--- config.mk ---
export PLATFORM = sky130hd
export DESIGN_NAME = imu_sample_average_validate_core
export DESIGN_NICKNAME = d
export VERILOG_FILES = /design/src/sv/imu_sav_pkg.sv /design/src/sv/imu_sav_input.sv /design/src/sv/imu_sav_check.sv /design/src/sv/imu_sav_window.sv /design/src/sv/imu_sample_average_validate_core.sv
export SDC_FILE = /design/constraint.sdc
export NUM_CORES = 2
export LEC_CHECK = 0
export BUFFER_PORTS_ARGS = -buffer_cell sky130_fd_sc_hd__buf_2
export CAP_MARGIN = 0
export CORE_MARGIN = 4
export CORE_UTILIZATION = 35
export DETAILED_ROUTE_END_ITERATION = 12
export GPL_TIMING_DRIVEN = 0
export PLACE_DENSITY = 0.58
export RECOVER_POWER = 100
export SETUP_SLACK_MARGIN = 0.15
export SLEW_MARGIN = 25
export SYNTH_ARGS = -nofsm -noshare
export SYNTH_HDL_FRONTEND = slang
export SYNTH_HIERARCHICAL = 1
export SYNTH_SLANG_ARGS = --single-unit
--- constraint.sdc ---
create_clock -name i_clk -period 31.4 [get_ports i_clk]
set_input_delay 0 -clock i_clk [delete_from_list [all_inputs] [get_ports i_clk]]
set_output_delay 0 -clock i_clk [all_outputs]
set_load 0.02 [all_outputs]
--- src/sv/imu_sav_pkg.sv ---
// Shared types and constants for the IMU sample average/validate block.
// Used by every module of the block; depends on nothing.
`timescale 1ns / 1ps

package imu_sav_pkg;

    localparam int AXES         = 6;
    localparam int AXIS_W       = 16;
    localparam int WINDOW_DEPTH = 8;   // must be a power of two
    localparam int POS_W        = $clog2(WINDOW_DEPTH);
    localparam int SUM_W        = AXIS_W + POS_W;
    localparam int MAX_REPEATS  = 10;
    localparam int CFG_IDX_W    = 3;
    localparam int CFG_DATA_W   = 16;
    localparam int TALLY_W      = 8;

    localparam logic [CFG_DATA_W-1:0] LIMIT_RESET = 16'd32768;

    // configuration register indexes
    localparam logic [CFG_IDX_W-1:0] REG_ACCEL_OFF_X = 3'd0;
    localparam logic [CFG_IDX_W-1:0] REG_ACCEL_OFF_Y = 3'd1;
    localparam logic [CFG_IDX_W-1:0] REG_ACCEL_OFF_Z = 3'd2;
    localparam logic [CFG_IDX_W-1:0] REG_GYRO_OFF_X  = 3'd3;
    localparam logic [CFG_IDX_W-1:0] REG_GYRO_OFF_Y  = 3'd4;
    localparam logic [CFG_IDX_W-1:0] REG_GYRO_OFF_Z  = 3'd5;
    localparam logic [CFG_IDX_W-1:0] REG_ACCEL_LIMIT = 3'd6;
    localparam logic [CFG_IDX_W-1:0] REG_GYRO_LIMIT  = 3'd7;

    typedef enum logic [1:0] {
        FAULT_NONE  = 2'd0,
        FAULT_RANGE = 2'd1,
        FAULT_STUCK = 2'd2
    } t_fault;

    typedef logic [AXES-1:0][AXIS_W-1:0] t_axes;

    typedef struct packed {
        logic signed [AXIS_W-1:0] raw_accel_x;
        logic signed [AXIS_W-1:0] raw_accel_y;
        logic signed [AXIS_W-1:0] raw_accel_z;
        logic signed [AXIS_W-1:0] raw_gyro_x;
        logic signed [AXIS_W-1:0] raw_gyro_y;
        logic signed [AXIS_W-1:0] raw_gyro_z;
    } t_sample_in;

    typedef struct packed {
        logic signed [AXIS_W-1:0] avg_accel_x;
        logic signed [AXIS_W-1:0] avg_accel_y;
        logic signed [AXIS_W-1:0] avg_accel_z;
        logic signed [AXIS_W-1:0] avg_gyro_x;
        logic signed [AXIS_W-1:0] avg_gyro_y;
        logic signed [AXIS_W-1:0] avg_gyro_z;
        logic                     sample_valid;
        logic [1:0]               fault_cause;
        logic [TALLY_W-1:0]       error_tally;
    } t_result_out;

    typedef struct packed {
        t_axes             offset;
        logic [AXIS_W-1:0] accel_limit;
        logic [AXIS_W-1:0] gyro_limit;
    } t_cfg;

    typedef struct packed {
        logic               sample_valid;
        t_fault             fault_cause;
        logic [TALLY_W-1:0] error_tally;
    } t_check;

endpackage

--- src/sv/imu_sav_input.sv ---
// Input register: captures a request and stores the offset-corrected sample.
// Depends on imu_sav_pkg.
`timescale 1ns / 1ps

module imu_sav_input
    import imu_sav_pkg::*;
(
    input  logic       i_clk,
    input  logic       i_rst_n,
    input  logic       i_in_valid,
    output logic       o_in_stall,
    input  t_sample_in i_in_data,
    input  t_cfg       i_cfg,
    input  logic       i_advance,
    output logic       o_valid,
    output t_axes      o_sample
);

    logic  r_valid;
    logic  n_valid;
    t_axes r_sample;
    t_axes n_sample;
    t_axes raw;
    logic  accept;

    assign raw = {i_in_data.raw_accel_x, i_in_data.raw_accel_y, i_in_data.raw_accel_z,
                  i_in_data.raw_gyro_x, i_in_data.raw_gyro_y, i_in_data.raw_gyro_z};

    assign o_in_stall = r_valid && !i_advance;
    assign accept     = i_in_valid && !o_in_stall;

    // wrapping 16-bit subtract per axis
    always_comb begin
        for (int a = 0; a < AXES; a++) begin
            n_sample[a] = raw[a] - i_cfg.offset[a];
        end
    end

    always_comb begin
        n_valid = r_valid;
        if (accept) begin
            n_valid = 1'b1;
        end else if (i_advance) begin
            n_valid = 1'b0;
        end
    end

    always_ff @(posedge i_clk) begin
        if (!i_rst_n) begin
            r_valid <= 1'b0;
        end else begin
            r_valid <= n_valid;
        end
    end

    always_ff @(posedge i_clk) begin
        if (accept) begin
            r_sample <= n_sample;
        end
    end

    assign o_valid  = r_valid;
    assign o_sample = r_sample;

endmodule

--- src/sv/imu_sav_check.sv ---
// Sample validation: range check, stuck-reading detection, saturating error tally.
// Depends on imu_sav_pkg.
`timescale 1ns / 1ps

module imu_sav_check
    import imu_sav_pkg::*;
(
    input  logic   i_clk,
    input  logic   i_rst_n,
    input  logic   i_advance,
    input  t_axes  i_sample,
    input  logic   i_primed,
    input  t_cfg   i_cfg,
    output t_check o_check
);

    localparam logic [TALLY_W-1:0] CNT_MAX   = '1;
    localparam logic [TALLY_W-1:0] REPEAT_TH = TALLY_W'(MAX_REPEATS);

    t_axes              r_last;
    logic [TALLY_W-1:0] r_repeat;
    logic [TALLY_W-1:0] n_repeat;
    logic [TALLY_W-1:0] r_faults;
    logic [TALLY_W-1:0] n_faults;
    logic               out_of_range;
    logic               same;
    t_fault             cause;
    logic [AXIS_W:0]    ext;
    logic [AXIS_W:0]    mag;
    logic [AXIS_W-1:0]  lim;

    // magnitude in 17 bits so that -32768 reads as 32768
    // accel axes sit in the top three lanes
    always_comb begin
        out_of_range = 1'b0;
        ext          = '0;
        mag          = '0;
        lim          = '0;
        for (int a = 0; a < AXES; a++) begin
            ext = {i_sample[a][AXIS_W-1], i_sample[a]};
            mag = ext[AXIS_W] ? (~ext + 1'b1) : ext;
            lim = (a >= 3) ? i_cfg.accel_limit : i_cfg.gyro_limit;
            if (mag > {1'b0, lim}) begin
                out_of_range = 1'b1;
            end
        end
    end

    assign same = (i_sample == r_last);

    always_comb begin
        n_repeat = r_repeat;
        cause    = FAULT_NONE;
        if (out_of_range) begin
            cause = FAULT_RANGE;
        end else if (i_primed) begin
            if (same) begin
                if (r_repeat != CNT_MAX) begin
                    n_repeat = r_repeat + 1'b1;
                end
                if (n_repeat > REPEAT_TH) begin
                    cause = FAULT_STUCK;
                end
            end else begin
                n_repeat = '0;
            end
        end
    end

    always_comb begin
        n_faults = r_faults;
        if (cause != FAULT_NONE) begin
            if (r_faults != CNT_MAX) begin
                n_faults = r_faults + 1'b1;
            end
        end else if (r_faults != '0) begin
            n_faults = r_faults - 1'b1;
        end
    end

    always_ff @(posedge i_clk) begin
        if (!i_rst_n) begin
            r_repeat <= '0;
            r_faults <= '0;
        end else if (i_advance) begin
            r_repeat <= n_repeat;
            r_faults <= n_faults;
        end
    end

    // every sample enters the ring, so the last stored sample is the previous one
    always_ff @(posedge i_clk) begin
        if (i_advance) begin
            r_last <= i_sample;
        end
    end

    assign o_check.sample_valid = (cause == FAULT_NONE);
    assign o_check.fault_cause  = cause;
    assign o_check.error_tally  = n_faults;

endmodule

--- src/sv/imu_sav_window.sv ---
// Moving-average window: sample ring, running per-axis sums, truncating average.
// Depends on imu_sav_pkg.
`timescale 1ns / 1ps

module imu_sav_window
    import imu_sav_pkg::*;
(
    input  logic  i_clk,
    input  logic  i_rst_n,
    input  logic  i_advance,
    input  t_axes i_sample,
    output logic  o_primed,
    output t_axes o_avg
);

    localparam logic [POS_W-1:0] POS_LAST = POS_W'(WINDOW_DEPTH - 1);
    localparam logic [SUM_W-1:0] BIAS     = SUM_W'(WINDOW_DEPTH - 1);

    t_axes                          r_ring [WINDOW_DEPTH];
    logic [POS_W-1:0]               r_pos;
    logic                           r_primed;
    logic [AXES-1:0][SUM_W-1:0]     r_sums;
    logic [AXES-1:0][SUM_W-1:0]     n_sums;
    t_axes                          old;
    logic [SUM_W-1:0]               s_ext;
    logic [SUM_W-1:0]               o_ext;
    logic [SUM_W-1:0]               biased;

    assign old = r_ring[r_pos];

    always_comb begin
        s_ext  = '0;
        o_ext  = '0;
        biased = '0;
        for (int a = 0; a < AXES; a++) begin
            s_ext = SUM_W'($signed(i_sample[a]));
            o_ext = SUM_W'($signed(old[a]));
            if (r_primed) begin
                n_sums[a] = r_sums[a] + s_ext - o_ext;
                // round toward zero before the shift
                biased   = n_sums[a] + (n_sums[a][SUM_W-1] ? BIAS : '0);
                o_avg[a] = biased[POS_W +: AXIS_W];
            end else begin
                n_sums[a] = s_ext << POS_W;
                o_avg[a]  = i_sample[a];
            end
        end
    end

    always_ff @(posedge i_clk) begin
        if (!i_rst_n) begin
            r_pos    <= '0;
            r_primed <= 1'b0;
            r_sums   <= '0;
        end else if (i_advance) begin
            r_primed <= 1'b1;
            r_sums   <= n_sums;
            if (r_primed) begin
                r_pos <= (r_pos == POS_LAST) ? '0 : r_pos + 1'b1;
            end
        end
    end

    always_ff @(posedge i_clk) begin
        if (i_advance) begin
            for (int k = 0; k < WINDOW_DEPTH; k++) begin
                if (!r_primed || (r_pos == POS_W'(k))) begin
                    r_ring[k] <= i_sample;
                end
            end
        end
    end

    assign o_primed = r_primed;

endmodule

--- src/sv/imu_sample_average_validate_core.sv ---
// Top level of the IMU sample average/validate block: config registers,
// input and result registers. Depends on imu_sav_pkg and the imu_sav_* modules.
`timescale 1ns / 1ps

// One request carries a raw six-axis IMU sample. The block subtracts the
// per-axis offsets (wrapping to 16 bits), flags the sample out of range when
// any accel or gyro magnitude exceeds its limit, flags it stuck when it has
// repeated the previous sample more than MAX_REPEATS times, keeps a saturating
// 0..255 error tally, and returns the truncated-toward-zero average over the
// last WINDOW_DEPTH samples. The first sample after reset fills the whole
// window and comes back unchanged. Each sample goes from the input register
// (offset applied) through the check and window logic into the result
// register. A new request is taken every cycle unless the result side stalls;
// the running sums and the one-slot ring read per sample set that rate.
// The user must make configuration writes while the block is idle; unenforced.
module imu_sample_average_validate_core
    import imu_sav_pkg::*;
(
    input  logic                  i_clk,
    input  logic                  i_rst_n,
    input  logic                  i_in_valid,
    output logic                  o_in_stall,
    input  t_sample_in            i_in_data,
    output logic                  o_out_valid,
    input  logic                  i_out_stall,
    output t_result_out           o_out_data,
    input  logic                  i_cfg_we,
    input  logic [CFG_IDX_W-1:0]  i_cfg_index,
    input  logic [CFG_DATA_W-1:0] i_cfg_data
);

    t_cfg        r_cfg;
    logic        r_out_valid;
    t_result_out r_out;
    t_result_out n_out;
    logic        stage_valid;
    t_axes       stage_sample;
    logic        advance;
    logic        primed;
    t_axes       avg;
    t_check      check;

    // register file; offsets are stored with axis 0 in the top lane
    always_ff @(posedge i_clk) begin
        if (!i_rst_n) begin
            r_cfg.offset      <= '0;
            r_cfg.accel_limit <= LIMIT_RESET;
            r_cfg.gyro_limit  <= LIMIT_RESET;
        end else if (i_cfg_we) begin
            unique case (i_cfg_index)
                REG_ACCEL_OFF_X: r_cfg.offset[5] <= i_cfg_data;
                REG_ACCEL_OFF_Y: r_cfg.offset[4] <= i_cfg_data;
                REG_ACCEL_OFF_Z: r_cfg.offset[3] <= i_cfg_data;
                REG_GYRO_OFF_X:  r_cfg.offset[2] <= i_cfg_data;
                REG_GYRO_OFF_Y:  r_cfg.offset[1] <= i_cfg_data;
                REG_GYRO_OFF_Z:  r_cfg.offset[0] <= i_cfg_data;
                REG_ACCEL_LIMIT: r_cfg.accel_limit <= i_cfg_data;
                REG_GYRO_LIMIT:  r_cfg.gyro_limit <= i_cfg_data;
                default: ;
            endcase
        end
    end

    // the stored sample moves on whenever the result register is free or draining
    assign advance = stage_valid && (!r_out_valid || !i_out_stall);

    imu_sav_input u_input (
        .i_clk      (i_clk),
        .i_rst_n    (i_rst_n),
        .i_in_valid (i_in_valid),
        .o_in_stall (o_in_stall),
        .i_in_data  (i_in_data),
        .i_cfg      (r_cfg),
        .i_advance  (advance),
        .o_valid    (stage_valid),
        .o_sample   (stage_sample)
    );

    imu_sav_check u_check (
        .i_clk    (i_clk),
        .i_rst_n  (i_rst_n),
        .i_advance(advance),
        .i_sample (stage_sample),
        .i_primed (primed),
        .i_cfg    (r_cfg),
        .o_check  (check)
    );

    imu_sav_window u_window (
        .i_clk    (i_clk),
        .i_rst_n  (i_rst_n),
        .i_advance(advance),
        .i_sample (stage_sample),
        .o_primed (primed),
        .o_avg    (avg)
    );

    always_comb begin
        n_out.avg_accel_x  = avg[5];
        n_out.avg_accel_y  = avg[4];
        n_out.avg_accel_z  = avg[3];
        n_out.avg_gyro_x   = avg[2];
        n_out.avg_gyro_y   = avg[1];
        n_out.avg_gyro_z   = avg[0];
        n_out.sample_valid = check.sample_valid;
        n_out.fault_cause  = check.fault_cause;
        n_out.error_tally  = check.error_tally;
    end

    always_ff @(posedge i_clk) begin
        if (!i_rst_n) begin
            r_out_valid <= 1'b0;
        end else if (advance) begin
            r_out_valid <= 1'b1;
        end else if (!i_out_stall) begin
            r_out_valid <= 1'b0;
        end
    end

    always_ff @(posedge i_clk) begin
        if (advance) begin
            r_out <= n_out;
        end
    end

    assign o_out_valid = r_out_valid;
    assign o_out_data  = r_out;

endmodule

==> metrics.yaml <==
status: "finished with violations"
failed_checks: "max-capacitance violations, max-slew violations"
irDropWorstVdd_mv: 0.05433
worstPathRequired_ns: 31.78
cts_buffers: 152
synth_ff_type: "edfxtp_1"
cp_max_fo: 23
cts_root_buf: "clkbuf_16"
r2r_setup_slack_ns: 21.26
ys_seq_area_share_pct: 52.55
maxCapViolCount: 11
netlist_instances: 5775
routed_via_density: 5.355
dr_total_vias: 49330
path_class: "register to register"
clkLatencyLatePin_ns: 0.81
grt_antenna_before_repair: 21
finClkSkew_ns: 0.04011
cts.sinks: 1334
die_x_um: 458.8
worstSetupEndpointType: "register"
fin_crit_sh_pct: 32.29
drtAntennaViolNets: 0
syn_avg_cell_area_um2: 12.32
async_flop_share_pct: 0
leakagePower_nw: 30.17
drt_iter0_markers: 4678
final_nets: 6965
dpl-instance-area_um2: 77490
grt_pass1_vias: 48450
ys_ff_latch: 1334
grt_overflow: 0
fmax_mhz: 98.63
drt_pass1_iterations: 5
cts_tree: "done"
dp_hpwl_um: 162300
startpoint_type: "register"
synth-edff-count: 1067
syn_nets: 6339
rsz0062_at_grt: "no"
crit_arrival_ns: 10.52
core_um2: 202100
setup_viol: 0
power.density_nw_per_um2: 68.41
clockBufferDepth: 3
drc: 0
hold_viol: 0
cp_cell_sequence: "a21boi_0, clkbuf_1, clkbuf_1, clkbuf_1, clkbuf_1, clkbuf_1, clkbuf_1, o21a_1, clkbuf_1, clkbuf_1, clkbuf_1"
ctsHoldBuffers: 166
die_area_um2: 210500
fin_area_um2: 82370
portBuffers: 228
slowest_delay_ns: 1.27
syn_area_um2: 71140
grt_max_degree: 39
start_util_pct: 35.20
grt_pass1_wl_um: 322100
synth_cell_types: 124
relSlewSlack_pct: -89.09
fin_util_pct: 40.75
routed_wirelength_um: 221500
clkTransAtPathRegs_ns: 0.06
cts-resized-gates: 0
path_common_cell: "clkbuf_1"
finalNonFillerCells: 9212
synth_warnings: 6
io_pins: 229
track_usage_pct: 20.64
period_needed_ns: 10.14
dp.cells: 8747
hp-class: "input pin to register"
post_cts_buffers: 0
slew_viol_final: 213
htreeDepth: 4
wl_per_cell_um: 24.05
dieHeight_um: 458.8
slowest_stage: "clkbuf_1"
rows: 165
worst_pin_slew_ns: 2.836
gp_congestion: 0.9398
area_delta_synth_final_pct: 15.79
tns_ns: 0
layout-drive-gt1-share_pct: 10.94
==> logic make-up (layout without fill, tap and decap cells) <==
group | Yosys count | in the layout | share of synthesized area (%)
flops | 1334 | 1334 | 52.55
simple gates | 1198 | 1198 | 8.219
compound gates | 1026 | 1026 | 9.763
buf+inv | 855 | 1613 | 4.657
mux | 513 | 513 | 10.79
fa+ha+maj | 444 | 444 | 9.012
xor+xnor | 405 | 405 | 5.006
other cells | 0 | 7 | 0
==> state kept, by name, indices dropped and copies added (netlist names), named ones only <==
signal and flops:
u_input/o_sample 96, u_window/r_ring 768, u_check/r_repeat 8, u_check/r_last 96
u_check/r_faults 8, u_window/r_pos 3, o_out_valid 1, u_input/o_valid 1
u_window/o_primed 1, r_cfg 128, u_window/r_sums 114, o_out_data 107
==> power breakdown <==
group	internal [mW]	switching, mW	total, mW
Sequential	2.09	0.115	2.21
Clock	1.04	0.763	1.81
Combinational	0.606	1.01	1.62
==> cells in the mapped netlist, drive strengths merged, types with 19 or more instances <==
cell type | count | share of area [%]
a211oi | 105 | 1.2
nand4 | 69 | 0.63
nor2 | 334 | 1.8
xnor2 | 317 | 3.9
nand2b | 34 | 0.30
nor4 | 22 | 0.26
mux2 | 105 | 1.7
mux2i | 216 | 3.0
ha | 330 | 5.8
clkbuf | 150 | 0.83
a31oi | 45 | 0.40
o21a | 46 | 0.49
or3 | 22 | 0.19
nor2b | 45 | 0.40
a2111oi | 19 | 0.32
fa | 114 | 3.2
edfxtp | 1067 | 45
a2bb2oi | 20 | 0.25
o211ai | 25 | 0.29
inv | 649 | 3.4
o31ai | 37 | 0.40
and2 | 28 | 0.25
and3 | 32 | 0.28
a21oi | 297 | 2.1
xor2 | 87 | 1.1
nand2 | 357 | 1.9
dfxtp | 267 | 7.5
mux4 | 192 | 6.1
nor3 | 72 | 0.53
o21ai | 198 | 1.4
buf | 55 | 0.39
nand3 | 95 | 0.67
a21o | 51 | 0.54
==> path summary, 6_finish.rpt <==
check,start,end,cells after the start
hold reg to reg,r_cfg[51],r_cfg[51],2
setup reg to reg,u_input/o_valid,u_window/r_ring[7][39],11
setup / recovery,u_input/o_valid,u_window/r_ring[7][39],11
hold / removal,i_cfg_data[6],r_cfg[70],3
==> metrics by stage <==
stage,hold slack (ns),power [mW],worst slack (ns)
finish,0.03672,5.635,21.26
global route,0.002629,5.920,20.81
CTS,0.0003753,5.718,23.09
detailed placement,0.2291,3.869,23.14
global placement,0.2189,3.850,-9.043
floorplan,0.1178,3.368,7.517
==> cell usage in the layout (no fill, tap or decap), drive strengths merged, types with 16 or more instances in the layout <==
| cell type | synthesis | final |
|---|---|---|
| and3 | 32 | 32 |
| dfxtp | 267 | 267 |
| dlygate4sd3 | 0 | 166 |
| nand2 | 357 | 357 |
| and2 | 28 | 28 |
| o21a | 46 | 46 |
| nand2b | 34 | 34 |
| or3 | 22 | 22 |
| mux2i | 216 | 216 |
| a31oi | 45 | 45 |
| xnor2 | 317 | 317 |
| xor2 | 87 | 87 |
| clkbuf | 150 | 560 |
| o41ai | 17 | 17 |
| a21o | 51 | 51 |
| nand4 | 69 | 69 |
| nor4 | 22 | 22 |
| o31ai | 37 | 37 |
| nor2b | 45 | 45 |
| a211oi | 105 | 105 |
| a211o | 17 | 17 |
| o21ai | 198 | 198 |
| a21oi | 297 | 297 |
| a2111oi | 19 | 19 |
| buf | 55 | 152 |
| a2bb2oi | 20 | 20 |
| ha | 330 | 330 |
| nor3 | 72 | 72 |
| fa | 114 | 114 |
| nand3 | 95 | 95 |
| nor2 | 334 | 334 |
| edfxtp | 1067 | 1067 |
| inv | 649 | 662 |
| mux4 | 192 | 192 |
| clkinv | 1 | 55 |
| o211ai | 25 | 25 |
| a21boi | 16 | 16 |
| mux2 | 105 | 105 |
==> cell type report <==
| class | instances | area [um2] |
|---|---|---|
| Sequential cell | 1334 | 37390 |
| Fill cell | 19080 | 119700 |
| Buffer | 205 | 883.3 |
| Antenna cell | 7 | 17.52 |
| Clock buffer | 201 | 4150 |
| Multi-Input combinational cell | 3586 | 30190 |
| Inverter | 650 | 2440 |
| Timing Repair Buffer | 472 | 2982 |
| Tap cell | 2672 | 3343 |
| Clock inverter | 85 | 982.2 |
==> worst max-delay path: cells and delay by family (launching register included) <==
kind | cells | cell delay, ns
AOI/OAI and AO/OA | 2 | 1.67
DFF | 1 | 0.35
buffers and inverters | 9 | 7.62
==> routing by layer <==
layer	global-route usage, %	wire length, um
met1	29.58	98320
met2	31.61	97260
met3	3.667	17800
met4	6.959	8012
met5	0	158
Note: power is estimated with default switching activity, not from simulation.
